--- src/rtl/core/bmp24_pkg.sv ---
package bmp24_pkg;

  // Fixed widths of the stream fields.
  localparam int unsigned DATA_W    = 8;
  localparam int unsigned PIXEL_W   = 16;
  localparam int unsigned DIM_OUT_W = 10;
  localparam int unsigned CFG_DIM_W = 10;
  localparam int unsigned ERR_W     = 3;
  localparam int unsigned CFG_IDX_W = 2;
  localparam int unsigned NUM_ERR   = 7;

  // Default width of the internal row counters.
  localparam int unsigned DIM_BITS_DEF = 10;

  // Configuration register indexes.
  localparam logic [CFG_IDX_W-1:0] CFG_MAX_WIDTH  = 2'd0;
  localparam logic [CFG_IDX_W-1:0] CFG_MAX_HEIGHT = 2'd1;

  localparam logic [CFG_DIM_W-1:0] MAX_DIM_RESET = 10'd320;

  // Header layout, byte positions of the last byte of each checked field.
  localparam logic [31:0] POS_SIGNATURE = 32'd1;
  localparam logic [31:0] POS_OFFSET    = 32'd13;
  localparam logic [31:0] POS_INFO_SIZE = 32'd17;
  localparam logic [31:0] POS_WIDTH     = 32'd21;
  localparam logic [31:0] POS_HEIGHT    = 32'd25;
  localparam logic [31:0] POS_PLANES    = 32'd27;
  localparam logic [31:0] POS_COMPRESS  = 32'd33;
  localparam logic [31:0] POS_LAST      = 32'd53;
  localparam logic [31:0] HEADER_BYTES  = 32'd54;

  localparam logic [15:0] BM_SIGNATURE = 16'h4d42;
  localparam logic [31:0] INFO_SIZE    = 32'd40;
  localparam logic [15:0] ONE_PLANE    = 16'd1;

  // Error codes, also the bit index in the error mask.
  localparam logic [ERR_W-1:0] ERR_SIGNATURE = 3'd0;
  localparam logic [ERR_W-1:0] ERR_INFO_SIZE = 3'd1;
  localparam logic [ERR_W-1:0] ERR_PLANES    = 3'd2;
  localparam logic [ERR_W-1:0] ERR_WIDTH     = 3'd3;
  localparam logic [ERR_W-1:0] ERR_HEIGHT    = 3'd4;
  localparam logic [ERR_W-1:0] ERR_COMPRESS  = 3'd5;
  localparam logic [ERR_W-1:0] ERR_OFFSET    = 3'd6;

  typedef enum logic [1:0] {
    KIND_PIXEL  = 2'd0,
    KIND_ACCEPT = 2'd1,
    KIND_REJECT = 2'd2
  } kind_e;

  typedef enum logic [1:0] {
    MODE_HEADER = 2'd0,
    MODE_SKIP   = 2'd1,
    MODE_PIXEL  = 2'd2,
    MODE_IDLE   = 2'd3
  } mode_e;

  typedef enum logic [1:0] {
    PHASE_BLUE  = 2'd0,
    PHASE_GREEN = 2'd1,
    PHASE_RED   = 2'd2,
    PHASE_PAD   = 2'd3
  } phase_e;

  typedef struct packed {
    kind_e                kind;
    logic [PIXEL_W-1:0]   pixel;
    logic [DIM_OUT_W-1:0] image_width;
    logic [DIM_OUT_W-1:0] image_height;
    logic [ERR_W-1:0]     error_code;
  } result_t;

endpackage

--- src/rtl/core/bmp24_core.sv ---
module bmp24_core import bmp24_pkg::*; #(
  parameter int unsigned DIM_BITS = DIM_BITS_DEF
) (
  input  logic                 clk_i,
  input  logic                 rst_ni,
  input  logic                 step_i,
  input  logic [DATA_W-1:0]    data_byte_i,
  input  logic                 first_byte_i,
  input  logic [CFG_DIM_W-1:0] max_width_i,
  input  logic [CFG_DIM_W-1:0] max_height_i,
  output logic                 res_valid_o,
  output result_t              res_o
);

  localparam int unsigned EXT_W = DIM_BITS + DIM_OUT_W;

  mode_e               mode_q, mode_d;
  phase_e              phase_q, phase_d;
  logic [31:0]         pos_q, pos_d;
  logic [31:0]         asm_q, asm_d;
  logic [31:0]         start_q, start_d;
  logic [DIM_BITS-1:0] row_w_q, row_w_d;
  logic [DIM_BITS-1:0] row_h_q, row_h_d;
  logic [DIM_BITS-1:0] col_q, col_d;
  logic [1:0]          pad_q, pad_d;
  logic [1:0]          pad_left_q, pad_left_d;
  logic [4:0]          blue_q, blue_d;
  logic [5:0]          green_q, green_d;
  logic [NUM_ERR-1:0]  err_q, err_d;

  always_comb begin
    mode_e               mode_c;
    phase_e              phase_c;
    logic [31:0]         pos_c;
    logic [31:0]         asm_c;
    logic [31:0]         start_c;
    logic [DIM_BITS-1:0] row_w_c;
    logic [DIM_BITS-1:0] row_h_c;
    logic [DIM_BITS-1:0] col_c;
    logic [DIM_BITS-1:0] col_inc;
    logic [1:0]          pad_c;
    logic [1:0]          pad_left_c;
    logic [4:0]          blue_c;
    logic [5:0]          green_c;
    logic [NUM_ERR-1:0]  err_c;
    logic [15:0]         half;
    logic [ERR_W-1:0]    code;
    logic [EXT_W-1:0]    w_ext;
    logic [EXT_W-1:0]    h_ext;

    // A marked first byte drops all parse state before the byte is used.
    if (first_byte_i) begin
      mode_c     = MODE_HEADER;
      phase_c    = PHASE_BLUE;
      pos_c      = '0;
      asm_c      = '0;
      start_c    = '0;
      row_w_c    = '0;
      row_h_c    = '0;
      col_c      = '0;
      pad_c      = '0;
      pad_left_c = '0;
      blue_c     = '0;
      green_c    = '0;
      err_c      = '0;
    end else begin
      mode_c     = mode_q;
      phase_c    = phase_q;
      pos_c      = pos_q;
      asm_c      = asm_q;
      start_c    = start_q;
      row_w_c    = row_w_q;
      row_h_c    = row_h_q;
      col_c      = col_q;
      pad_c      = pad_q;
      pad_left_c = pad_left_q;
      blue_c     = blue_q;
      green_c    = green_q;
      err_c      = err_q;
    end

    mode_d     = mode_c;
    phase_d    = phase_c;
    pos_d      = pos_c;
    asm_d      = asm_c;
    start_d    = start_c;
    row_w_d    = row_w_c;
    row_h_d    = row_h_c;
    col_d      = col_c;
    pad_d      = pad_c;
    pad_left_d = pad_left_c;
    blue_d     = blue_c;
    green_d    = green_c;
    err_d      = err_c;

    res_valid_o = 1'b0;
    res_o       = '0;
    half        = '0;
    code        = '0;
    col_inc     = '0;
    w_ext       = '0;
    h_ext       = '0;

    case (mode_c)
      MODE_HEADER: begin
        // Little-endian fields: the newest byte enters at the top.
        asm_d = {data_byte_i, asm_c[31:8]};
        half  = asm_d[31:16];
        if (pos_c == POS_SIGNATURE && half != BM_SIGNATURE) begin
          err_d[ERR_SIGNATURE] = 1'b1;
        end
        if (pos_c == POS_OFFSET) begin
          start_d = asm_d;
          if (asm_d < HEADER_BYTES) begin
            err_d[ERR_OFFSET] = 1'b1;
          end
        end
        if (pos_c == POS_INFO_SIZE && asm_d != INFO_SIZE) begin
          err_d[ERR_INFO_SIZE] = 1'b1;
        end
        if (pos_c == POS_WIDTH) begin
          if (asm_d > 32'(max_width_i)) begin
            err_d[ERR_WIDTH] = 1'b1;
          end
          row_w_d = asm_d[DIM_BITS-1:0];
        end
        if (pos_c == POS_HEIGHT) begin
          if (asm_d > 32'(max_height_i)) begin
            err_d[ERR_HEIGHT] = 1'b1;
          end
          row_h_d = asm_d[DIM_BITS-1:0];
        end
        if (pos_c == POS_PLANES && half != ONE_PLANE) begin
          err_d[ERR_PLANES] = 1'b1;
        end
        if (pos_c == POS_COMPRESS && asm_d != 32'd0) begin
          err_d[ERR_COMPRESS] = 1'b1;
        end
        pos_d = pos_c + 32'd1;

        if (pos_c == POS_LAST) begin
          res_valid_o = 1'b1;
          if (err_d != '0) begin
            // The lowest error code present wins.
            for (int i = NUM_ERR - 1; i >= 0; i--) begin
              if (err_d[i]) begin
                code = ERR_W'(i);
              end
            end
            mode_d           = MODE_IDLE;
            res_o.kind       = KIND_REJECT;
            res_o.error_code = code;
          end else begin
            pad_d   = row_w_d[1:0];
            col_d   = '0;
            phase_d = PHASE_BLUE;
            mode_d  = (start_d == HEADER_BYTES) ? MODE_PIXEL : MODE_SKIP;
            w_ext   = EXT_W'(row_w_d);
            h_ext   = EXT_W'(row_h_d);
            res_o.kind         = KIND_ACCEPT;
            res_o.image_width  = w_ext[DIM_OUT_W-1:0];
            res_o.image_height = h_ext[DIM_OUT_W-1:0];
          end
        end
      end

      MODE_SKIP: begin
        pos_d = pos_c + 32'd1;
        if (pos_d >= start_c) begin
          mode_d = MODE_PIXEL;
        end
      end

      MODE_PIXEL: begin
        case (phase_c)
          PHASE_BLUE: begin
            blue_d  = data_byte_i[7:3];
            phase_d = PHASE_GREEN;
          end
          PHASE_GREEN: begin
            green_d = data_byte_i[7:2];
            phase_d = PHASE_RED;
          end
          PHASE_RED: begin
            phase_d = PHASE_BLUE;
            // Rows whose byte length is a multiple of four carry no padding
            // and need no column count.
            if (pad_c != 2'd0) begin
              col_inc = col_c + DIM_BITS'(1);
              if (col_inc >= row_w_c) begin
                col_d      = '0;
                pad_left_d = pad_c;
                phase_d    = PHASE_PAD;
              end else begin
                col_d = col_inc;
              end
            end
            res_valid_o = 1'b1;
            res_o.kind  = KIND_PIXEL;
            res_o.pixel = {data_byte_i[7:3], green_c, blue_c};
          end
          default: begin
            pad_left_d = pad_left_c - 2'd1;
            if (pad_left_d == 2'd0) begin
              phase_d = PHASE_BLUE;
            end
          end
        endcase
      end

      default: begin
        // Rejected header: wait for the next file.
      end
    endcase
  end

  always_ff @(posedge clk_i or negedge rst_ni) begin
    if (!rst_ni) begin
      mode_q     <= MODE_HEADER;
      phase_q    <= PHASE_BLUE;
      pos_q      <= '0;
      asm_q      <= '0;
      start_q    <= '0;
      row_w_q    <= '0;
      row_h_q    <= '0;
      col_q      <= '0;
      pad_q      <= '0;
      pad_left_q <= '0;
      blue_q     <= '0;
      green_q    <= '0;
      err_q      <= '0;
    end else if (step_i) begin
      mode_q     <= mode_d;
      phase_q    <= phase_d;
      pos_q      <= pos_d;
      asm_q      <= asm_d;
      start_q    <= start_d;
      row_w_q    <= row_w_d;
      row_h_q    <= row_h_d;
      col_q      <= col_d;
      pad_q      <= pad_d;
      pad_left_q <= pad_left_d;
      blue_q     <= blue_d;
      green_q    <= green_d;
      err_q      <= err_d;
    end
  end

endmodule

--- src/rtl/core/bmp24_stream_to_rgb565_unit.sv ---
// BMP 24-bit byte stream to RGB565 converter.
//
// The input channel carries one file byte per word, with first_byte_i marking
// byte zero of a new file. The block parses the 54-byte header, and with the
// last header byte it emits one word: header accepted (with width and height)
// or header rejected (with the lowest error code found). After an accepted
// header it skips to the pixel data offset, emits one RGB565 word for each
// blue, green, red byte triple and drops the row padding bytes.
// The configuration channel writes max_width (index 0) and max_height
// (index 1); it is always ready and should only be used while the block idles.
//
// Throughput is one byte per cycle while results are taken. An accepted byte
// is held in the input register and then processed into the result register,
// where its result waits until the receiver takes it. If the receiver stalls,
// the result register holds its word and the input register fills; input
// ready then drops until the result is taken. Reset sets both limits to 320
// and starts parsing at header byte zero, even without a marked first byte.
module bmp24_stream_to_rgb565_unit import bmp24_pkg::*; #(
  parameter int unsigned DIM_BITS = DIM_BITS_DEF
) (
  input  logic                 clk_i,
  input  logic                 rst_ni,
  input  logic                 in_valid_i,
  output logic                 in_ready_o,
  input  logic [DATA_W-1:0]    data_byte_i,
  input  logic                 first_byte_i,
  output logic                 out_valid_o,
  input  logic                 out_ready_i,
  output logic [1:0]           kind_o,
  output logic [PIXEL_W-1:0]   pixel_o,
  output logic [DIM_OUT_W-1:0] image_width_o,
  output logic [DIM_OUT_W-1:0] image_height_o,
  output logic [ERR_W-1:0]     error_code_o,
  input  logic                 cfg_valid_i,
  output logic                 cfg_ready_o,
  input  logic [CFG_IDX_W-1:0] cfg_index_i,
  input  logic [CFG_DIM_W-1:0] cfg_data_i
);

  logic                 in_valid_q;
  logic [DATA_W-1:0]    data_q;
  logic                 first_q;
  logic                 out_valid_q;
  result_t              out_q;
  logic [CFG_DIM_W-1:0] max_width_q;
  logic [CFG_DIM_W-1:0] max_height_q;
  logic                 step;
  logic                 res_valid;
  result_t              res;

  // The held byte is processed once the result register is free or is being
  // emptied in this cycle.
  assign step       = in_valid_q && (!out_valid_q || out_ready_i);
  assign in_ready_o = !in_valid_q || step;

  always_ff @(posedge clk_i or negedge rst_ni) begin
    if (!rst_ni) begin
      in_valid_q <= 1'b0;
    end else if (in_ready_o) begin
      in_valid_q <= in_valid_i;
    end
  end

  always_ff @(posedge clk_i) begin
    if (in_valid_i && in_ready_o) begin
      data_q  <= data_byte_i;
      first_q <= first_byte_i;
    end
  end

  bmp24_core #(
    .DIM_BITS(DIM_BITS)
  ) u_core (
    .clk_i       (clk_i),
    .rst_ni      (rst_ni),
    .step_i      (step),
    .data_byte_i (data_q),
    .first_byte_i(first_q),
    .max_width_i (max_width_q),
    .max_height_i(max_height_q),
    .res_valid_o (res_valid),
    .res_o       (res)
  );

  always_ff @(posedge clk_i or negedge rst_ni) begin
    if (!rst_ni) begin
      out_valid_q <= 1'b0;
    end else if (step) begin
      out_valid_q <= res_valid;
    end else if (out_ready_i) begin
      out_valid_q <= 1'b0;
    end
  end

  always_ff @(posedge clk_i) begin
    if (step && res_valid) begin
      out_q <= res;
    end
  end

  assign out_valid_o    = out_valid_q;
  assign kind_o         = out_q.kind;
  assign pixel_o        = out_q.pixel;
  assign image_width_o  = out_q.image_width;
  assign image_height_o = out_q.image_height;
  assign error_code_o   = out_q.error_code;

  // Configuration registers; writes to unknown indexes are dropped.
  assign cfg_ready_o = 1'b1;

  always_ff @(posedge clk_i or negedge rst_ni) begin
    if (!rst_ni) begin
      max_width_q  <= MAX_DIM_RESET;
      max_height_q <= MAX_DIM_RESET;
    end else if (cfg_valid_i) begin
      case (cfg_index_i)
        CFG_MAX_WIDTH: begin
          max_width_q <= cfg_data_i;
        end
        CFG_MAX_HEIGHT: begin
          max_height_q <= cfg_data_i;
        end
        default: begin
        end
      endcase
    end
  end

endmodule

--- config.mk ---
export PLATFORM = sky130hd
export DESIGN_NAME = bmp24_stream_to_rgb565_unit
export DESIGN_NICKNAME = d
export VERILOG_FILES = /design/src/rtl/core/bmp24_pkg.sv /design/src/rtl/core/bmp24_core.sv /design/src/rtl/core/bmp24_stream_to_rgb565_unit.sv
export SDC_FILE = /design/constraint.sdc
export NUM_CORES = 1
export LEC_CHECK = 0
export BUFFER_PORTS_ARGS = -buffer_cell sky130_fd_sc_hd__buf_2
export CAP_MARGIN = 5
export CORE_MARGIN = 10
export CORE_UTILIZATION = 40
export DETAILED_ROUTE_END_ITERATION = 10
export GPL_ROUTABILITY_DRIVEN = 0
export GPL_TIMING_DRIVEN = 0
export PLACE_DENSITY_LB_ADDON = 0.3
export SLEW_MARGIN = 25
export SYNTH_ARGS = -nofsm -noshare
export SYNTH_HDL_FRONTEND = slang
export SYNTH_SLANG_ARGS = --single-unit
--- constraint.sdc ---
create_clock -name clk_i -period 9.05 [get_ports clk_i]
set_clock_uncertainty 0.1 [all_clocks]
set_input_delay 1.81 -clock clk_i [delete_from_list [all_inputs] [get_ports clk_i]]
set_output_delay 1.81 -clock clk_i [all_outputs]
set_load 0.02 [all_outputs]
==> results of run 1 <==
[critical path, delay by kind of cell (launching register included)]
family                     cells  cell delay, ns
and+or+nand+nor                5            1.27
xor gates and xnor gates       1            0.16
AOI/OAI and AO/OA              4            1.24
buffers and inverters          8            3.88
adders and majority gates      2            0.53
DFF                            1            0.74
[cell usage in the layout, fill, tap and decap left out, drive strengths merged, types with 39 or more instances in the layout]
master	Yosys	layout
buf	24	94
nor2	100	100
a21oi	55	55
dfrtp	162	162
nand2	264	264
ha	64	64
clkbuf	49	83
o21ai	105	105
inv	38	39
edfxtp	50	50
[layout make-up]
type                       count  area (sq um)  area share
multi-input combinational   1004          6100       0.441
clock inverter                11          57.6     0.00416
inverter                      38           143      0.0103
buffer                        73           302      0.0218
clock buffer                  34           699      0.0505
tap                          390           488      0.0352
sequential                   216          5660       0.409
timing repair buffer          70           398      0.0287
[cells in the mapped netlist (all sizes together), types with 6 or more instances]
| master | instances |
|---|---|
| nand2 | 264 |
| dfrtp | 162 |
| o21ai | 105 |
| nor2 | 100 |
| ha | 64 |
| a21oi | 55 |
| edfxtp | 50 |
| clkbuf | 49 |
| inv | 38 |
| a22oi | 33 |
| nand3 | 26 |
| nor2b | 26 |
| a22o | 25 |
| nor3 | 25 |
| nor4 | 25 |
| xnor2 | 25 |
| buf | 24 |
| and2 | 20 |
| mux2 | 20 |
| nand2b | 18 |
| nand4 | 16 |
| xor2 | 11 |
| a21boi | 9 |
| o211ai | 9 |
| or4 | 9 |
| a21o | 8 |
| and3 | 8 |
| and4 | 8 |
| or3 | 8 |
| a31oi | 7 |
| mux2i | 7 |
| a211oi | 6 |
| nand3b | 6 |
| nor3b | 6 |
[state kept, by name (all words and copies together) (netlist names), 5 cells and up]
| register | flops |
|---|---|
| u_core.pos_q | 32 |
| u_core.start_q | 32 |
| u_core.asm_q | 24 |
| pixel_o | 16 |
| image_height_o | 10 |
| image_width_o | 10 |
| max_height_q | 10 |
| max_width_q | 10 |
| u_core.col_q | 10 |
| u_core.row_h_q | 10 |
| u_core.row_w_q | 10 |
| data_q | 8 |
| u_core.err_q | 7 |
| u_core.green_q | 6 |
| u_core.blue_q | 5 |
[through the flow]
| step | power [uW] | hold slack [ns] |
|---|---|---|
| floorplan | 1420 | 0.342 |
| global placement | 1550 | 0.362 |
| detailed placement | 1570 | 0.364 |
| CTS | 2510 | 0.378 |
| global route | 2610 | 0.389 |
| finish | 2500 | 0.379 |
[metal layers]
metal / vias up / wire length (microns) / GRT usage
li1: 4946 / - / -
met1: 5085 / 16800 / 0.261
met2: 379 / 15500 / 0.274
met3: 55 / 2370 / 0.0270
met4: 0 / 1060 / 0.0559
met5: - / 0 / 0
[worst paths after layout]
check | slack [ns] | depth (start not counted) | endpoint
hold reg to reg | 0.38 | 2 | u_core.row_w_q[0]
max in group asynchronous | 6.76 | 2 | max_width_q[6]
setup reg to reg | 1.05 | 20 | u_core.col_q[6]
setup / recovery | 1.05 | 20 | u_core.col_q[6]
min in group asynchronous | 1.17 | 1 | u_core.pos_q[14]
hold / removal | 0.38 | 2 | u_core.row_w_q[0]
[logic make-up (layout without fill, tap and decap cells)]
logic type      Yosys count  in the layout  synth area share
flops                   216            216             0.464
buf+inv                 111            226            0.0364
other cells               1              1          0.000307
simple gates            572            572             0.222
compound gates          304            304             0.162
mux                      27             27            0.0242
fa+ha+maj                64             64            0.0656
xor+xnor                 36             36            0.0258
[report_power, final]
group	switching, uW	leakage [uW]	internal, uW	total (uW)
logic	251	0.00276	152	403
registers	81.8	0.00270	1070	1160
clock network	401	0.000376	539	940
total	734	0.00584	1770	2500
==> flow_summary_export.csv, run 1 <==
group,metric,value,unit
yosys,synth_edf_count,50,
sta,slew_viol_final,0,
critical_path,worstPathArrival,8.35,ns
critical_path,crit_path_top_delay_cell,"sky130_fd_sc_hd__edfxtp_1",
yosys,synth_ff_type,"sky130_fd_sc_hd__dfrtp_1",
sta,clock.fmax,0.125,GHz
finish,growth_of_design_area_from_synthesis_to_finish,13.5,%
placement,post_detailed_placement_half_perimeter_wirelength,26100,microns
sta,fin_crit,8.00,ns
finish,post_layout_net_count,1518,
power_and_ir_drop,cellPowerDensity,180,nW/um^2
clocking,cts_buffer_depth,3,
finish,layout.cell_area.non_filler,13900,sq um
clocking,clock_tree.root_cell,"sky130_fd_sc_hd__clkbuf_16",
sta,count_of_final_hold_check_violations,0,
critical_path,setup.worst_path.start,"first_q",
clocking,clkTransAtPathRegs,0.06,ns
floorplanning,die_y,195,microns
grt,grt_max_degree,91,
worst_hold_path,timing.hold.worst.class,"reg2reg",
grt,grt_overflow,0,
grt,overall_routing_resource_usage,0.182,
floorplanning,floorplan.rows,63,
floorplanning,dieWidth,195,microns
yosys,cell_type_contributing_the_most_total_cell_area_after_synthesis,"sky130_fd_sc_hd__dfrtp_1",
floorplanning,io_pins,70,
critical_path,reg2reg_from,"first_q",
floorplanning,die_outline_area,37900,sq um
sta,post-route-worst-setup-slack,1.05,ns
worst_hold_path,worst_hold_startpoint,"u_core.row_w_q[0]",
yosys,register_area_share_after_synthesis,0.464,
clocking,cts_repair_resize_count,0,
status,outcome,"finished clean",
power_and_ir_drop,peakVddDrop,0.000128,V
finish,share_of_final_layout_standard_cells_stronger_than_drive_strength_1,0.118,
yosys,total_of_flip_flops_plus_latches_after_synthesis,216,
placement,number_of_placed_cells_counting_well_taps,1791,
clocking,post_cts_hold_buffer_count,0,
critical_path,worstPathMaxFanout,10,
sta,setup_viol,0,
yosys,post_synthesis_net_count,1421,
detailed_routing,detailedRoute.firstPassIterationCount,5,
clocking,clkSinkCount,216,
detailed_routing,ant_nets,0,
placement,standard_cell_area_after_detailed_placement,13100,sq um
yosys,yosysTopAreaCellShare,0.332,
sta,unrepaired_setup_endpoints_after_global_routing,"false",
critical_path,criticalPathCategory,"reg2reg",
grt,number_of_antenna_violations_at_the_first_check_in_global_routing,0,
detailed_routing,routed_wire_length_per_instance,19.5,microns
clocking,clk-insertion-delay-late,0.52,ns
grt,grt_first_pass_wirelength,56700,microns
power_and_ir_drop,power.leakage,0.00584,uW
finish,layout.cells.non_filler,1836,
placement,preCtsSetupSlack,1.20,ns
yosys,yosysWarningCount,0,
clocking,htree_levels,1,
floorplanning,initial_cell_density_of_the_core,0.408,
finish,final_util,0.464,
critical_path,max_stage_delay,0.74,ns
yosys,netlist-cell-type-count,73,
finish,nFillCells,2844,
finish,antenna-diode-count,0,
detailed_routing,dr_total_vias,10500,
sta,least_margin_pin_slew,0.893,ns
detailed_routing,totalWireLength,35800,microns
clocking,cts_buffers,25,
critical_path,worst_setup_path_start_kind,"register",
critical_path,crit_path_cell_trace,"clkbuf_1 > buf_2 > buf_2 > buf_2 > clkbuf_1 > clkbuf_1 > buf_1 > nor2_1 > ha_1 > nand3_1 > xor2_1 > nor2_1 > ha_1 > or4_1 > a211o_1 > a221oi_2 > nor3b_1 > clkbuf_1 > o31ai_1 > a21oi_1",
yosys,post_synth_inst_count,1331,
sta,fin_crit_sh,0.884,
clocking,clock_tree_from_tritoncts,"yes",
critical_path,cp_data_required_time,9.40,ns
placement,port_buffers,68,
grt,grt_pass1_vias,9988,
critical_path,crit_path_frequent_cell,"sky130_fd_sc_hd__clkbuf_1",
detailed_routing,dr.first_iter.drc_count,961,
run,drv_cap,0,
clocking,postCtsSetupRepairBufs,0,
detailed_routing,drcViolationCount,0,
yosys,synth_top_area_cells,"sky130_fd_sc_hd__dfrtp_1 33%, sky130_fd_sc_hd__edfxtp_1 12%, sky130_fd_sc_hd__nand2_1 8.1%",
sta,setup_total_negative_slack,0,ns
yosys,post_synth_instance_area,12200,sq um
critical_path,kind_of_end_point_of_the_critical_path,"register",
detailed_routing,post_drt_via_cell_ratio,5.70,
sta,maxSlewHeadroom,0.405,
floorplanning,core_area,29900,sq um
yosys,asyncSetResetFlopFracSynth,0.769,
yosys,syn-mean-instance-area,9.17,sq um
Note: power is estimated with default switching activity, not from simulation.
==> inputs of run 2 (changes only) <==
--- a/config.mk
+++ b/config.mk
@@ -5,8 +5,10 @@
 export SDC_FILE = /design/constraint.sdc
 export NUM_CORES = 1
 export LEC_CHECK = 0
+export ABC_AREA = 1
 export BUFFER_PORTS_ARGS = -buffer_cell sky130_fd_sc_hd__buf_2
 export CAP_MARGIN = 5
+export CORE_ASPECT_RATIO = 0.75
 export CORE_MARGIN = 10
 export CORE_UTILIZATION = 40
 export DETAILED_ROUTE_END_ITERATION = 10
==> flow_summary_export.csv, run 2 <==
group,metric,value,unit
yosys,post_synth_inst_count,1839,
yosys,yosysTopAreaCellShare,0.303,
sta,maxSlewHeadroom,0.424,
yosys,register_area_share_after_synthesis,0.423,
clocking,post_cts_hold_buffer_count,0,
placement,standard_cell_area_after_detailed_placement,14400,sq um
critical_path,kind_of_end_point_of_the_critical_path,"register",
clocking,cts_repair_resize_count,0,
finish,share_of_final_layout_standard_cells_stronger_than_drive_strength_1,0.0938,
grt,grt_max_degree,76,
sta,least_margin_pin_slew,0.864,ns
clocking,cts_buffer_depth,3,
critical_path,worstPathArrival,6.26,ns
clocking,clock_tree_from_tritoncts,"yes",
run,drv_cap,0,
yosys,post_synthesis_net_count,1929,
finish,antenna-diode-count,0,
power_and_ir_drop,peakVddDrop,0.000109,V
finish,biggest_regs,"u_core.pos_q x32, u_core.start_q x32, u_core.asm_q x24",
worst_hold_path,timing.hold.worst.class,"reg2reg",
yosys,post_synth_instance_area,13400,sq um
sta,post-route-worst-setup-slack,3.11,ns
clocking,htree_levels,1,
yosys,netlist-cell-type-count,45,
detailed_routing,dr_total_vias,12600,
power_and_ir_drop,power.leakage,0.00731,uW
detailed_routing,post_drt_via_cell_ratio,5.28,
floorplanning,core_area,32700,sq um
power_and_ir_drop,cellPowerDensity,188,nW/um^2
sta,clock.fmax,0.168,GHz
yosys,yosysMostFrequentCell,"sky130_fd_sc_hd__nand2_1",
yosys,syn-mean-instance-area,7.28,sq um
status,outcome,"finished clean",
detailed_routing,detailedRoute.firstPassIterationCount,6,
sta,fin_crit_sh,0.656,
critical_path,worst-r2r-cell-count,22,
clocking,clock_tree.root_cell,"sky130_fd_sc_hd__clkbuf_16",
placement,port_buffers,68,
clocking,clkTransAtPathRegs,0.06,ns
sta,fin_crit,5.94,ns
sta,setup_viol,0,
critical_path,criticalPathCategory,"reg2reg",
yosys,total_of_flip_flops_plus_latches_after_synthesis,216,
yosys,synth_ff_type,"sky130_fd_sc_hd__dfrtp_1",
finish,final_common_cell,"sky130_fd_sc_hd__nand2_1",
placement,preCtsSetupSlack,3.42,ns
clocking,clk-insertion-delay-late,0.54,ns
clocking,clkSinkCount,216,
grt,grt_pass1_vias,11900,
finish,post_layout_net_count,2025,
worst_hold_path,whs_path_depth,2,
detailed_routing,dr.first_iter.drc_count,1377,
finish,growth_of_design_area_from_synthesis_to_finish,12.7,%
yosys,synth_top_area_cells,"sky130_fd_sc_hd__dfrtp_1 30%, sky130_fd_sc_hd__nand2_1 13%, sky130_fd_sc_hd__edfxtp_1 11%",
floorplanning,io_pins,70,
critical_path,cp_data_required_time,9.38,ns
yosys,synth_edf_count,50,
detailed_routing,routed_wire_length_per_instance,17.6,microns
floorplanning,die_outline_area,41300,sq um
placement,post_detailed_placement_half_perimeter_wirelength,32300,microns
sta,slew_viol_final,0,
sta,unrepaired_setup_endpoints_after_global_routing,"false",
sta,setup_total_negative_slack,0,ns
sta,count_of_final_hold_check_violations,0,
grt,grt_first_pass_wirelength,66400,microns
yosys,yosysWarningCount,0,
grt,overall_routing_resource_usage,0.202,
detailed_routing,drcViolationCount,0,
finish,layout.cell_area.non_filler,15100,sq um
floorplanning,dieWidth,231,microns
yosys,cell_type_contributing_the_most_total_cell_area_after_synthesis,"sky130_fd_sc_hd__dfrtp_1",
yosys,asyncSetResetFlopFracSynth,0.769,
yosys,synth_common_cells,"472 x sky130_fd_sc_hd__nand2_1, 279 x sky130_fd_sc_hd__inv_1, 220 x sky130_fd_sc_hd__nor2_1",
grt,grt_overflow,0,
floorplanning,initial_cell_density_of_the_core,0.409,
critical_path,worstPathMaxFanout,10,
power_and_ir_drop,power.total,2840,uW
clocking,postCtsSetupRepairBufs,0,
critical_path,worst_setup_path_start_kind,"register",
floorplanning,die_y,178,microns
grt,number_of_antenna_violations_at_the_first_check_in_global_routing,0,
finish,most_frequent_cells_in_the_layout,"472 x sky130_fd_sc_hd__nand2_1, 279 x sky130_fd_sc_hd__inv_1, 219 x sky130_fd_sc_hd__nor2_1",
floorplanning,floorplan.rows,57,
clocking,cts_buffers,23,
detailed_routing,ant_nets,0,
detailed_routing,totalWireLength,42200,microns
-- run 2: cell count changes in the layout (fill, tap and decap cells not counted), moves of 25 or more --
cell / previous run / this run
sky130_fd_sc_hd__inv_1: 37 / 279
sky130_fd_sc_hd__nand2_1: 264 / 472
sky130_fd_sc_hd__nor2_1: 98 / 219
sky130_fd_sc_hd__nand3_1: 26 / 95
sky130_fd_sc_hd__o21ai_0: 100 / 151
sky130_fd_sc_hd__a22oi_1: 33 / 1
sky130_fd_sc_hd__nor2b_1: 26 / 0
sky130_fd_sc_hd__a22o_1: 25 / 0
-- run 2: area by class of cell --
type | instances | area (sq um)
fillers | 3284 | 17600
flip-flops and latches | 216 | 5660
clock buffers | 32 | 619
repair buffers | 71 | 433
clock inverters | 10 | 87.6
multi-input cells | 1264 | 6320
plain buffers | 68 | 334
inverters | 291 | 1090
well taps | 442 | 553
-- run 2: per-layer routing --
| metal | global-route usage | share of wire | wire [microns] |
|---|---|---|---|
| met5 | 0.0108 | 0.0013 | 56 |
| met4 | 0.0443 | 0.021 | 884 |
| met2 | 0.281 | 0.40 | 16700 |
| met1 | 0.302 | 0.47 | 19800 |
| met3 | 0.0557 | 0.11 | 4690 |
-- run 2: cells by family (layout without fill, tap and decap cells) --
| kind of cell | count (synthesis) | count (layout) | synth area share |
|---|---|---|---|
| compound gates | 278 | 278 | 0.112 |
| xor+xnor | 32 | 32 | 0.0209 |
| fa+ha+maj | 64 | 64 | 0.0598 |
| buf+inv | 359 | 472 | 0.106 |
| flops | 216 | 216 | 0.423 |
| other cells | 1 | 1 | 0.000280 |
| simple gates | 889 | 889 | 0.278 |
-- run 2: power breakdown --
group | total [uW] | switching (uW) | internal (uW)
Clock | 928 | 418 | 510
Combinational | 732 | 511 | 221
Sequential | 1180 | 71.6 | 1110
Total | 2840 | 1000 | 1840
-- run 2: path summary, 6_finish.rpt --
| check | endpoint | slack, ns | from |
|---|---|---|---|
| hold / removal | u_core.start_q[0] | 0.38 | u_core.start_q[0] |
| max in group asynchronous | u_core.col_q[6] | 6.77 | rst_ni |
| min in group asynchronous | u_core.start_q[24] | 1.06 | rst_ni |
| hold reg to reg | u_core.start_q[0] | 0.38 | u_core.start_q[0] |
| setup / recovery | u_core.mode_q[0] | 3.11 | first_q |
| setup reg to reg | u_core.mode_q[0] | 3.11 | first_q |
-- run 2: stage by stage --
| stage | std cells | util | hold WS [ns] |
|---|---|---|---|
| after floorplan | 1839 | - | 0.349 |
| after global placement | 2349 | 0.436 | 0.362 |
| after detailed placement | 2352 | 0.440 | 0.365 |
| after CTS | 2394 | 0.461 | 0.383 |
| after global routing | 2394 | 0.461 | 0.404 |
| final | 2394 | 0.461 | 0.382 |
-- run 2: critical path, cell delays in order (launching register included) --
cell and delay [ns]:
sky130_fd_sc_hd__edfxtp_1 0.56, sky130_fd_sc_hd__buf_2 0.32, sky130_fd_sc_hd__buf_1 0.35, sky130_fd_sc_hd__nor2_1 0.51
sky130_fd_sc_hd__ha_1 0.27, sky130_fd_sc_hd__nand2_1 0.08, sky130_fd_sc_hd__nor2_1 0.17, sky130_fd_sc_hd__nand3_1 0.16
sky130_fd_sc_hd__nor2_1 0.20, sky130_fd_sc_hd__nand2_1 0.14, sky130_fd_sc_hd__nor2_1 0.33, sky130_fd_sc_hd__nand2_1 0.16
sky130_fd_sc_hd__nor2_1 0.22, sky130_fd_sc_hd__nand3_1 0.12, sky130_fd_sc_hd__xor2_1 0.37, sky130_fd_sc_hd__ha_1 0.23
sky130_fd_sc_hd__nand4_1 0.15, sky130_fd_sc_hd__nor4_1 0.73, sky130_fd_sc_hd__nand4_1 0.16, sky130_fd_sc_hd__nand4_1 0.22
sky130_fd_sc_hd__o21ai_0 0.10, sky130_fd_sc_hd__inv_1 0.09, sky130_fd_sc_hd__a21oi_1 0.07
